--- config.mk ---
export PLATFORM = sky130hd
export DESIGN_NAME = nonoverlapping_pattern_scan
export DESIGN_NICKNAME = d
export VERILOG_FILES = /design/src/sv/nps_pkg.sv /design/src/sv/nps_window.sv /design/src/sv/nonoverlapping_pattern_scan.sv
export SDC_FILE = /design/constraint.sdc
export NUM_CORES = 2
export LEC_CHECK = 0
export ABC_AREA = 0
export BUFFER_PORTS_ARGS = -buffer_cell sky130_fd_sc_hd__buf_2
export CELL_PAD_IN_SITES_DETAIL_PLACEMENT = 1
export CELL_PAD_IN_SITES_GLOBAL_PLACEMENT = 2
export CORE_UTILIZATION = 44
export CTS_CLUSTER_DIAMETER = 40
export CTS_CLUSTER_SIZE = 28
export DETAILED_ROUTE_END_ITERATION = 7
export MAX_ROUTING_LAYER = met4
export PLACE_DENSITY = 0.89
export SYNTH_ARGS = -nofsm -noshare
export SYNTH_HDL_FRONTEND = slang
export SYNTH_SLANG_ARGS = --single-unit
--- constraint.sdc ---
create_clock -name i_clk -period 17.5 [get_ports i_clk]
set_clock_uncertainty 0.2 [all_clocks]
set_input_delay 0.875 -clock i_clk [delete_from_list [all_inputs] [get_ports i_clk]]
set_output_delay 0.875 -clock i_clk [all_outputs]
set_load 0.01 [all_outputs]
--- src/sv/nps_pkg.sv ---
`default_nettype none

package nps_pkg;

    localparam int CFG_IDX_BITS = 3;
    localparam int LEN_BITS     = 6;
    localparam int PAT_BYTES    = 32;
    localparam int RES_BITS     = 32;

    localparam logic [CFG_IDX_BITS-1:0] CFG_PAT_0_7   = 3'd0;
    localparam logic [CFG_IDX_BITS-1:0] CFG_PAT_8_15  = 3'd1;
    localparam logic [CFG_IDX_BITS-1:0] CFG_PAT_16_23 = 3'd2;
    localparam logic [CFG_IDX_BITS-1:0] CFG_PAT_24_31 = 3'd3;
    localparam logic [CFG_IDX_BITS-1:0] CFG_PAT_LEN   = 3'd4;

    localparam logic [LEN_BITS-1:0] LEN_RESET = 6'd4;

    typedef logic [7:0] t_byte;
    typedef logic [PAT_BYTES-1:0][7:0] t_pat;

    typedef struct packed {
        logic [7:0] data_byte;
        logic       region_end;
    } t_in;

    typedef struct packed {
        logic                is_match;
        logic [RES_BITS-1:0] match_offset;
        logic                region_done;
        logic [RES_BITS-1:0] match_total;
    } t_out;

    typedef struct packed {
        logic shift;
        logic clear;
    } t_win_ctl;

endpackage

`default_nettype wire

--- src/sv/nps_window.sv ---
`default_nettype none

module nps_window
    import nps_pkg::*;
#(
    parameter int P = 32
) (
    input  wire logic                i_clk,
    input  wire logic                i_rst_n,
    input  wire t_win_ctl            i_ctl,
    input  wire t_byte               i_byte,
    input  wire t_pat                i_pattern,
    input  wire logic [LEN_BITS-1:0] i_len,
    output logic                     o_all_equal
);

    localparam int SEL_BITS = $clog2(PAT_BYTES);

    t_byte               r_win [P];
    t_byte               n_win [P];
    logic [P-1:0]        eq;
    logic [SEL_BITS-1:0] k [P];

    // newest byte sits at index 0
    always_comb begin
        n_win[0] = i_byte;
        for (int j = 1; j < P; j++) begin
            n_win[j] = r_win[j-1];
        end
    end

    // window slot j lines up with pattern byte len-1-j
    always_comb begin
        for (int j = 0; j < P; j++) begin
            k[j]  = SEL_BITS'(i_len - LEN_BITS'(1) - LEN_BITS'(j));
            eq[j] = (LEN_BITS'(j) >= i_len) || (n_win[j] == i_pattern[k[j]]);
        end
    end

    assign o_all_equal = &eq;

    always_ff @(posedge i_clk) begin
        if (!i_rst_n || i_ctl.clear) begin
            for (int j = 0; j < P; j++) begin
                r_win[j] <= '0;
            end
        end else if (i_ctl.shift) begin
            r_win <= n_win;
        end
    end

endmodule

`default_nettype wire

--- src/sv/nonoverlapping_pattern_scan.sv ---
`default_nettype none

// Non-overlapping byte pattern scanner. One region byte enters per request,
// with region_end on its last byte; the pattern (1 to MAX_PATTERN bytes, set
// by the four pattern registers and pattern_length) is compared against the
// byte window in parallel, so a byte is taken every cycle while the input is
// not stalled; its result is registered. A result is produced when a match
// completes (start offset in match_offset) and on the region's last byte
// (match_total final, all scan state cleared). Matches do not overlap: after a
// hit the next len-1 candidate starts are skipped. A two-entry output buffer
// lets input keep flowing for one result while the output side is stalled.
// Configuration must be written only while no request is in flight; a
// pattern_length of 0 acts as 1 and values above MAX_PATTERN are clamped.
module nonoverlapping_pattern_scan
    import nps_pkg::*;
#(
    parameter int MAX_PATTERN = 32,
    parameter int OFFSET_BITS = 32
) (
    input  wire logic                    i_clk,
    input  wire logic                    i_rst_n,
    input  wire t_in                     i_in_data,
    input  wire logic                    i_in_valid,
    output logic                         o_in_stall,
    output t_out                         o_out_data,
    output logic                         o_out_valid,
    input  wire logic                    i_out_stall,
    input  wire logic                    i_cfg_valid,
    output logic                         o_cfg_ready,
    input  wire logic [CFG_IDX_BITS-1:0] i_cfg_index,
    input  wire logic [63:0]             i_cfg_data
);

    localparam logic [LEN_BITS-1:0] LEN_MAX = LEN_BITS'(MAX_PATTERN);

    logic [63:0]            r_pat [4];
    logic [LEN_BITS-1:0]    r_len;
    logic [OFFSET_BITS-1:0] r_pos;
    logic [LEN_BITS-1:0]    r_sup;
    logic [RES_BITS-1:0]    r_cnt;
    t_out                   r_out;
    logic                   r_out_valid;
    t_out                   r_skid;
    logic                   r_skid_valid;

    logic [OFFSET_BITS-1:0] n_pos;
    logic [LEN_BITS-1:0]    n_sup;
    logic [RES_BITS-1:0]    n_cnt;
    t_out                   n_res;

    logic                   in_acc;
    logic                   out_take;
    logic                   produce;
    logic                   hit;
    logic                   all_equal;
    logic [LEN_BITS-1:0]    len_eff;
    logic [LEN_BITS-1:0]    len_m1;
    logic [OFFSET_BITS-1:0] offset;
    t_pat                   pattern;
    t_win_ctl               win_ctl;

    assign o_cfg_ready = 1'b1;
    assign o_in_stall  = r_skid_valid;
    assign o_out_valid = r_out_valid;
    assign o_out_data  = r_out;

    assign in_acc   = i_in_valid && !r_skid_valid;
    assign out_take = r_out_valid && !i_out_stall;

    always_comb begin
        if (r_len == '0) begin
            len_eff = LEN_BITS'(1);
        end else if (r_len > LEN_MAX) begin
            len_eff = LEN_MAX;
        end else begin
            len_eff = r_len;
        end
    end
    assign len_m1  = len_eff - LEN_BITS'(1);
    assign pattern = {r_pat[3], r_pat[2], r_pat[1], r_pat[0]};

    assign win_ctl.shift = in_acc;
    assign win_ctl.clear = in_acc && i_in_data.region_end;

    nps_window #(
        .P (MAX_PATTERN)
    ) u_window (
        .i_clk       (i_clk),
        .i_rst_n     (i_rst_n),
        .i_ctl       (win_ctl),
        .i_byte      (i_in_data.data_byte),
        .i_pattern   (pattern),
        .i_len       (len_eff),
        .o_all_equal (all_equal)
    );

    assign hit     = (r_sup == '0) && (r_pos >= OFFSET_BITS'(len_m1)) && all_equal;
    assign offset  = r_pos - OFFSET_BITS'(len_m1);
    assign produce = in_acc && (hit || i_in_data.region_end);

    always_comb begin
        n_pos = (r_pos != '1) ? r_pos + OFFSET_BITS'(1) : r_pos;
        n_cnt = (hit && r_cnt != '1) ? r_cnt + RES_BITS'(1) : r_cnt;
        if (r_sup != '0) begin
            n_sup = r_sup - LEN_BITS'(1);
        end else if (hit) begin
            n_sup = len_m1;
        end else begin
            n_sup = r_sup;
        end
        n_res.is_match     = hit;
        n_res.match_offset = hit ? RES_BITS'(offset) : '0;
        n_res.region_done  = i_in_data.region_end;
        n_res.match_total  = n_cnt;
    end

    // configuration registers
    always_ff @(posedge i_clk) begin
        if (!i_rst_n) begin
            for (int r = 0; r < 4; r++) begin
                r_pat[r] <= '0;
            end
            r_len <= LEN_RESET;
        end else if (i_cfg_valid && o_cfg_ready) begin
            unique case (i_cfg_index)
                CFG_PAT_0_7:   r_pat[0] <= i_cfg_data;
                CFG_PAT_8_15:  r_pat[1] <= i_cfg_data;
                CFG_PAT_16_23: r_pat[2] <= i_cfg_data;
                CFG_PAT_24_31: r_pat[3] <= i_cfg_data;
                CFG_PAT_LEN:   r_len    <= i_cfg_data[LEN_BITS-1:0];
                default:       ;
            endcase
        end
    end

    // scan state
    always_ff @(posedge i_clk) begin
        if (!i_rst_n) begin
            r_pos <= '0;
            r_sup <= '0;
            r_cnt <= '0;
        end else if (in_acc) begin
            if (i_in_data.region_end) begin
                r_pos <= '0;
                r_sup <= '0;
                r_cnt <= '0;
            end else begin
                r_pos <= n_pos;
                r_sup <= n_sup;
                r_cnt <= n_cnt;
            end
        end
    end

    // output register plus one skid entry
    always_ff @(posedge i_clk) begin
        if (!i_rst_n) begin
            r_out_valid  <= 1'b0;
            r_skid_valid <= 1'b0;
        end else if (out_take || !r_out_valid) begin
            if (r_skid_valid) begin
                r_out_valid  <= 1'b1;
                r_skid_valid <= 1'b0;
            end else begin
                r_out_valid <= produce;
            end
        end else if (produce) begin
            r_skid_valid <= 1'b1;
        end
    end

    always_ff @(posedge i_clk) begin
        if (out_take || !r_out_valid) begin
            if (r_skid_valid) begin
                r_out <= r_skid;
            end else if (produce) begin
                r_out <= n_res;
            end
        end else if (produce) begin
            r_skid <= n_res;
        end
    end

    a_skid_needs_out: assert property (@(posedge i_clk) disable iff (!i_rst_n)
        r_skid_valid |-> r_out_valid)
        else $error("skid entry held while output register empty");

    a_sup_bound: assert property (@(posedge i_clk) disable iff (!i_rst_n)
        r_sup <= LEN_BITS'(MAX_PATTERN - 1))
        else $error("suppression count beyond pattern length");

    a_clear_on_end: assert property (@(posedge i_clk) disable iff (!i_rst_n)
        (in_acc && i_in_data.region_end) |=> (r_pos == '0 && r_cnt == '0 && r_sup == '0))
        else $error("scan state not cleared after region end");

    a_cnt_monotonic: assert property (@(posedge i_clk) disable iff (!i_rst_n)
        (in_acc && !i_in_data.region_end) |=> (r_cnt >= $past(r_cnt)))
        else $error("match count went down inside a region");

    a_hit_not_suppressed: assert property (@(posedge i_clk) disable iff (!i_rst_n)
        (in_acc && hit) |=> (r_sup == $past(len_m1) || $past(i_in_data.region_end)))
        else $error("suppression not armed after match");

endmodule

`default_nettype wire
# Yosys cells after proc, flatten, opt, wreduce, memory -nomap -nowiden
# Memory sizes are Yosys's and may differ from the RTL's.
# Cells that the tools add are included.
[classes]
add_sub_neg = 36
eq_ne = 38
muxes = 98
reduce_logical = 60
bitwise = 6
n_lt_le_gt_ge = 66
[ops]
columns = ["op", "n"]
rows = [
  ["$bmux 8 s5", 32],
  ["$eq 8x8->1", 32],
  ["$mux 64", 4],
  ["$mux 8", 32],
  ["$lt 5x6->1 const B", 32],
  ["$mux 32", 5],
  ["$mux 66", 2],
  ["$ge 5x6->1 const A", 16],
  ["$sub 5x5->5 const B", 16],
  ["$add 32x1->32 const B", 2],
  ["$ne 32x32->1 const B", 2],
  ["$ge 4x6->1 const A", 8],
  ["$sub 5x4->5 const B", 8],
  ["$logic_or 1x1->1", 35],
  ["$ge 32x6->1", 1],
  ["$reduce_and 32->1", 1],
  ["$sub 32x6->32", 1],
  ["$mux 6", 5],
  ["$ge 3x6->1 const A", 4],
  ["$sub 5x3->5 const B", 4],
  ["$mux 1", 18],
  ["$ge 1x6->1 const A", 2],
  ["$ge 2x6->1 const A", 2],
  ["$logic_not 6->1", 2],
  ["17 further kinds", 38],
]
[word_totals]
input_bits = 81
mem_count = 1
register_bits = 458
wordCells = 350
ramBits = 256
out_inout_bits = 69
[memory_table]
columns = ["name", "words", "word_bits", "rd", "rd_clocked_by_memory_dff", "write_ports", "line", "source"]
rows = [
  ["r_pat", 4, 64, 4, 0, 4, "nonoverlapping_pattern_scan.sv:36", "logic [63:0] r_pat [4];"],
]

# Longest topological paths before layout
[logic_depth]
depth_word = 15
depth_mapped = 29
ltp_nobuf = 20

# Hierarchy
# A second synthesis with hierarchy kept.
[unflattened]
cells_unflattened = 4763
area_unflattened_um2 = 49971.7
[by_module_without_submodules]
columns = ["mod", "n_inst", "cells_per_inst", "area_each_um2", "seq_area_each_um2"]
rows = [
  ["nps_window", 1, 3072, 29477.0, 4964.8],
  ["nonoverlapping_pattern_scan", 1, 1691, 20494.7, 13212.7],
]

# Worst setup path after synthesis
# No wires, ideal clock.
[synth_timing]
path_type = "register -> register"
startpoint = "register r_len[5]"
endpoint = "register r_out (netlist bit o_out_data[0]), enable pin"
t_required_ns = 16.710
setup_ns = 0.590
synth_period_minus_slack_ns = 11.902
n_path_buf = 9
setup_slack_ns = 5.598
arrival_time_ns = 11.111
path_stages_with_launch = 27
path_cell_list = "dfxtp_1 -> buf_2 -> buf_2 -> buf_2 -> nand2b_1 -> clkbuf_1 -> clkbuf_1 -> buf_1 -> ha_1 -> or3b_1 -> o221ai_2 -> xnor2_2 -> buf_2 -> mux4_2 -> xnor2_1 -> nor4_1 -> a21oi_1 -> a21oi_1 -> nand4_1 -> nor4b_1 -> nand4_1 -> or3_1 -> clkbuf_1 -> buf_2 -> nand2_1 -> a21o_1 -> a21boi_0"
[synth_between]
elab_chain_len = 15
elab_cells_between_ends = 204
cone_classes = "32 x add/sub; 34 x order compare; 32 x eq/ne; 66 x mux; 40 x reduce/logical"
[synth_rtl]
columns = ["element", "line", "source"]
rows = [
  ["from (decl)", "nonoverlapping_pattern_scan.sv:37", "logic [LEN_BITS-1:0] r_len;"],
  ["from (signal assigned)", "nonoverlapping_pattern_scan.sv:130", "CFG_PAT_LEN: r_len <= i_cfg_data[LEN_BITS-1:0];"],
  ["$gt 6x6->1", "nonoverlapping_pattern_scan.sv:73", "end else if (r_len > LEN_MAX) begin"],
  ["$mux 6", "nonoverlapping_pattern_scan.sv:73", ""],
  ["$mux 6 *", "nonoverlapping_pattern_scan.sv:71", "if (r_len == '0) begin"],
  ["$sub 6x1->6", "nps_window.sv:35", "k[j] = SEL_BITS'(i_len - LEN_BITS'(1) - LEN_BITS'(j));"],
  ["$sub 5x1->5, or another cell as far along", "nps_window.sv:35", ""],
  ["$bmux 8 s5", "nps_window.sv:36", "eq[j] = (LEN_BITS'(j) >= i_len) || (n_win[j] == i_pattern[k[j]]);"],
  ["$mux 8 (implied by the code)", "nps_window.sv:36", ""],
  ["$eq 8x8->1", "nps_window.sv:36", ""],
  ["$logic_or 1x1->1", "nps_window.sv:36", ""],
  ["$reduce_and 32->1", "nps_window.sv:40", "assign o_all_equal = &eq;"],
  ["$logic_and 1x1->1 *", "nonoverlapping_pattern_scan.sv:97", "assign hit = (r_sup == '0) && (r_pos >= OFFSET_BITS'(len_m1)) && all_equal;"],
  ["$logic_or 1x1->1 *", "nonoverlapping_pattern_scan.sv:99", "assign produce = in_acc && (hit || i_in_data.region_end);"],
  ["$logic_and 1x1->1 *", "nonoverlapping_pattern_scan.sv:99", ""],
  ["$reduce_bool 2->1 (no source line) *", "--", ""],
  ["$reduce_and 2->1 (no source line) *", "--", ""],
  ["to (signal assigned)", "nonoverlapping_pattern_scan.sv:175", "r_out <= r_skid;"],
  ["to (signal assigned)", "nonoverlapping_pattern_scan.sv:177", "r_out <= n_res;"],
  ["to (decl)", "nonoverlapping_pattern_scan.sv:41", "t_out r_out;"],
]
# Every way passes the cells marked *; elsewhere a longest branch is shown, timed or not. The select of a mux whose other input is x is not followed.
# A chain may end at the register's enable or synchronous reset.

# Worst setup path after layout
[layout_timing]
startpoint = "register r_len[0]"
endpoint = "register r_out (netlist bit o_out_data[61]), enable pin"
# Same word-level chain as after synthesis.

==> out/results.txt <==
Number of synthesized register bits: 714
Worst path buffer plus inverter count: 4
Clk root buf: clkbuf_16
Worst setup EP type: flop
Syn Nets: 6,097
Layout cells sized above 1: 0.141
Post-Route WL: 308,000 um
GR Layer Usage met2: 0.732
PortBufs: 148
Least-Margin Pin Slew: 1440 ps
Postcts setup bufs: 0
Main area contributors after synthesis: edfxtp_1, dfxtp_1, nand2_1, mux2i_1, mux4_2
Multi-input logic area: 0.0335 sq mm
Max_cap viols: 0
Peak VDD IR: 84.7 uV
Fillers: 13,700
Slowest stage delay, CP: 820 ps
Core area: 0.120 sq mm
DRC Markers: 0
FF/Latch Area: 0.0182 sq mm
Slowest cell on the critical path: buf_4
Status: finished clean
PwrDens: 97.8 mW/mm^2
Top FF cell, synth: edfxtp_1
Rel. slew slack: 0.0374
Final #Nets: 6,008
Clock latency on the worst-skew pair: 800 ps
Hold Path Class: input pin to flop
Met3 usage: 0.172
Max Fanout on Critical Path: 60
H-tree Lvls: 3
Layout area overhead: 11.8%
Clock tree buffer depth: 3
Die height: 351 um
Gr busiest metal: met2
Final Core Density: 0.498
Post-Syn Instances: 5,991
Sequential-to-total area share from yosys stat: 0.339
1st-pass router iterations: 6
HPWL Detailed: 233,000 um
Setup TNS: 0 ps
Via/cell ratio: 7.14
Post-CTS Resized: 0
Hold Buf Count CTS: 0
Std-Cell Rows: 127
Startpoint types: flop
Fmax achieved: 99.6 MHz
Clock Sinks: 714
Placer Congestion: 1.12
Worst Setup Path Type: flop to flop
I/O pins: 150
Arr. time, crit path: 10,260 ps
Gr usage total: 0.506
Unrepaired setup endpoints after global routing: false
WHS: 189 ps
Avg Inst Size Synth: 8.95 sq um
Initial antenna violation count: 32
DR iter-0 viols: 7,414
Largest net degree at the start of global routing: 149
Most used cell along the critical path: buf_4
CTS tree: done
Starting density of the core: 0.446
Synth top area share: 0.217
Global-route wire length before repair: 423,000 um
Critical Path RT: 17,720 ps
Gr ovfl total: 0
Tmin final: 10,040 ps
Cell area after synthesis: 0.0536 sq mm
Total power: 5.86 mW
Cell family with most CP delay: simple AND/OR/NAND/NOR gates
LEAKAGE: 20.8 nW
Max Slew Vio Count: 0
Setup ws final: 7460 ps
Clk slew on worst S/H paths: 60 ps
Vias in the first global route: 52,700
Dpl ws: 7910 ps
ANT nets after route: 0
Final Hold Viols: 0
Met1 global-route usage: 0.571
Fin crit share: 0.573
Synth Warn #: 0
Via count: 54,500
Synth area leader: edfxtp_1
Synth unique cells: 101
TritonCTS Buffers: 113
Routed WL per cell: 40.4 um
Die Wd: 351 um
Post-synth EDFFs: 388
Cell breakdown of the critical path: buf_4, nor2b_4, buf_4, buf_4, nand2_1, o2111ai_1, mux4_2, xnor2_1, or4_1, or4_1, o311ai_1, nand4_1, nor4b_1, nand4_1, or3_2, nand2_1, a21o_1, a21boi_4, buf_4
Final setup violation count: 0
Die ar.: 0.123 sq mm
FFs w/ async S/R, synth: 0
placed cells by master (no fill, tap or decap), types with 130 or more instances in the layout:
| cell | netlist | final |
|---|---|---|
| and2_1 | 268 | 268 |
| xor2_1 | 260 | 260 |
| or3_1 | 131 | 130 |
| edfxtp_1 | 388 | 388 |
| mux2i_1 | 280 | 280 |
| nand2_1 | 804 | 800 |
| nor2_1 | 276 | 268 |
| xnor2_1 | 277 | 276 |
| mux2_2 | 132 | 132 |
| a21oi_1 | 332 | 330 |
| dfxtp_1 | 326 | 321 |
| buf_2 | 87 | 148 |
| nand3_1 | 165 | 165 |
| buf_4 | 9 | 151 |
cell families (layout without fill, tap and decap cells):
kind of cell    after synthesis  in the layout  share of synthesized area
compound gates             1449           1449                      0.194
fa+ha+maj                    28             28                    0.00654
other cells                   1             26                  0.0000700
buf+inv                     578            588                     0.0432
flops                       714            714                      0.339
simple gates               2147           2147                      0.197
xor+xnor                    543            543                     0.0898
mux                         531            531                      0.129
layout make-up:
class / instances / share of cell area
antenna: 25 / 0.00104
inverter: 73 / 0.00464
tap: 1612 / 0.0337
sequential: 714 / 0.304
timing repair buffer: 301 / 0.0319
clock inverter: 85 / 0.0171
clock buffer: 129 / 0.0492
multi-input combinational: 4699 / 0.559
where the power goes:
group / switching [mW] / leakage [nW] / total (mW) / internal (mW)
clock network: 0.959 / 1.91 / 2.35 / 1.39
registers: 0.0956 / 6.24 / 1.91 / 1.82
logic: 1.10 / 12.7 / 1.59 / 0.494
final timing paths:
path | startpoint | end | slack (ps) | cells past startpoint
worst max-delay path | r_len[0] | o_out_data[61] | 7460 | 19
worst max register to register | r_len[0] | o_out_data[61] | 7460 | 19
worst min register to register | u_window.n_win[28] | u_window.n_win[20] | 270 | 2
worst min-delay path | i_in_data[2] | u_window.n_win[241] | 190 | 3
registers in the layout, summed over array words and instances, names as in the netlist:
signal          count
o_in_stall          1
r_pos              32
o_out_valid         1
r_cnt              32
u_window.n_win    248
r_pat             256
o_out_data         66
r_sup               6
r_len               6
r_skid             66
worst min-delay path: cells and delay by family:
family | cells | cell delay (ps)
buffers and inverters | 1 | 140
and+or+nand+nor | 1 | 70
AOI/OAI and AO/OA | 1 | 50
cells in the mapped netlist, types with 101 or more instances:
library cell / instances
o21ai_0: 114
nor2_1: 276
dfxtp_1: 326
mux2i_1: 280
xnor2_1: 277
mux4_2: 116
or3_1: 131
nand3_1: 165
o211ai_1: 129
o22ai_1: 106
nor3_1: 106
a2bb2oi_1: 101
clkbuf_1: 348
and2_1: 268
edfxtp_1: 388
mux2_2: 132
nand4_1: 106
xor2_1: 260
a21oi_1: 332
nand2_1: 804
metrics by stage:
step	instances	instance area, sq um
finish	7638	59900
CTS	7610	59800
global route	7636	59900
global placement	7395	55800
floorplan	5991	53600
detailed placement	7396	55800
metal layers:
metal,share of wire,up-vias
li1,-,22300
met1,0.36,27500
met2,0.42,3657
met3,0.12,1086
met4,0.10,0
met5,0,-
Note: power is estimated with default switching activity, not from simulation.
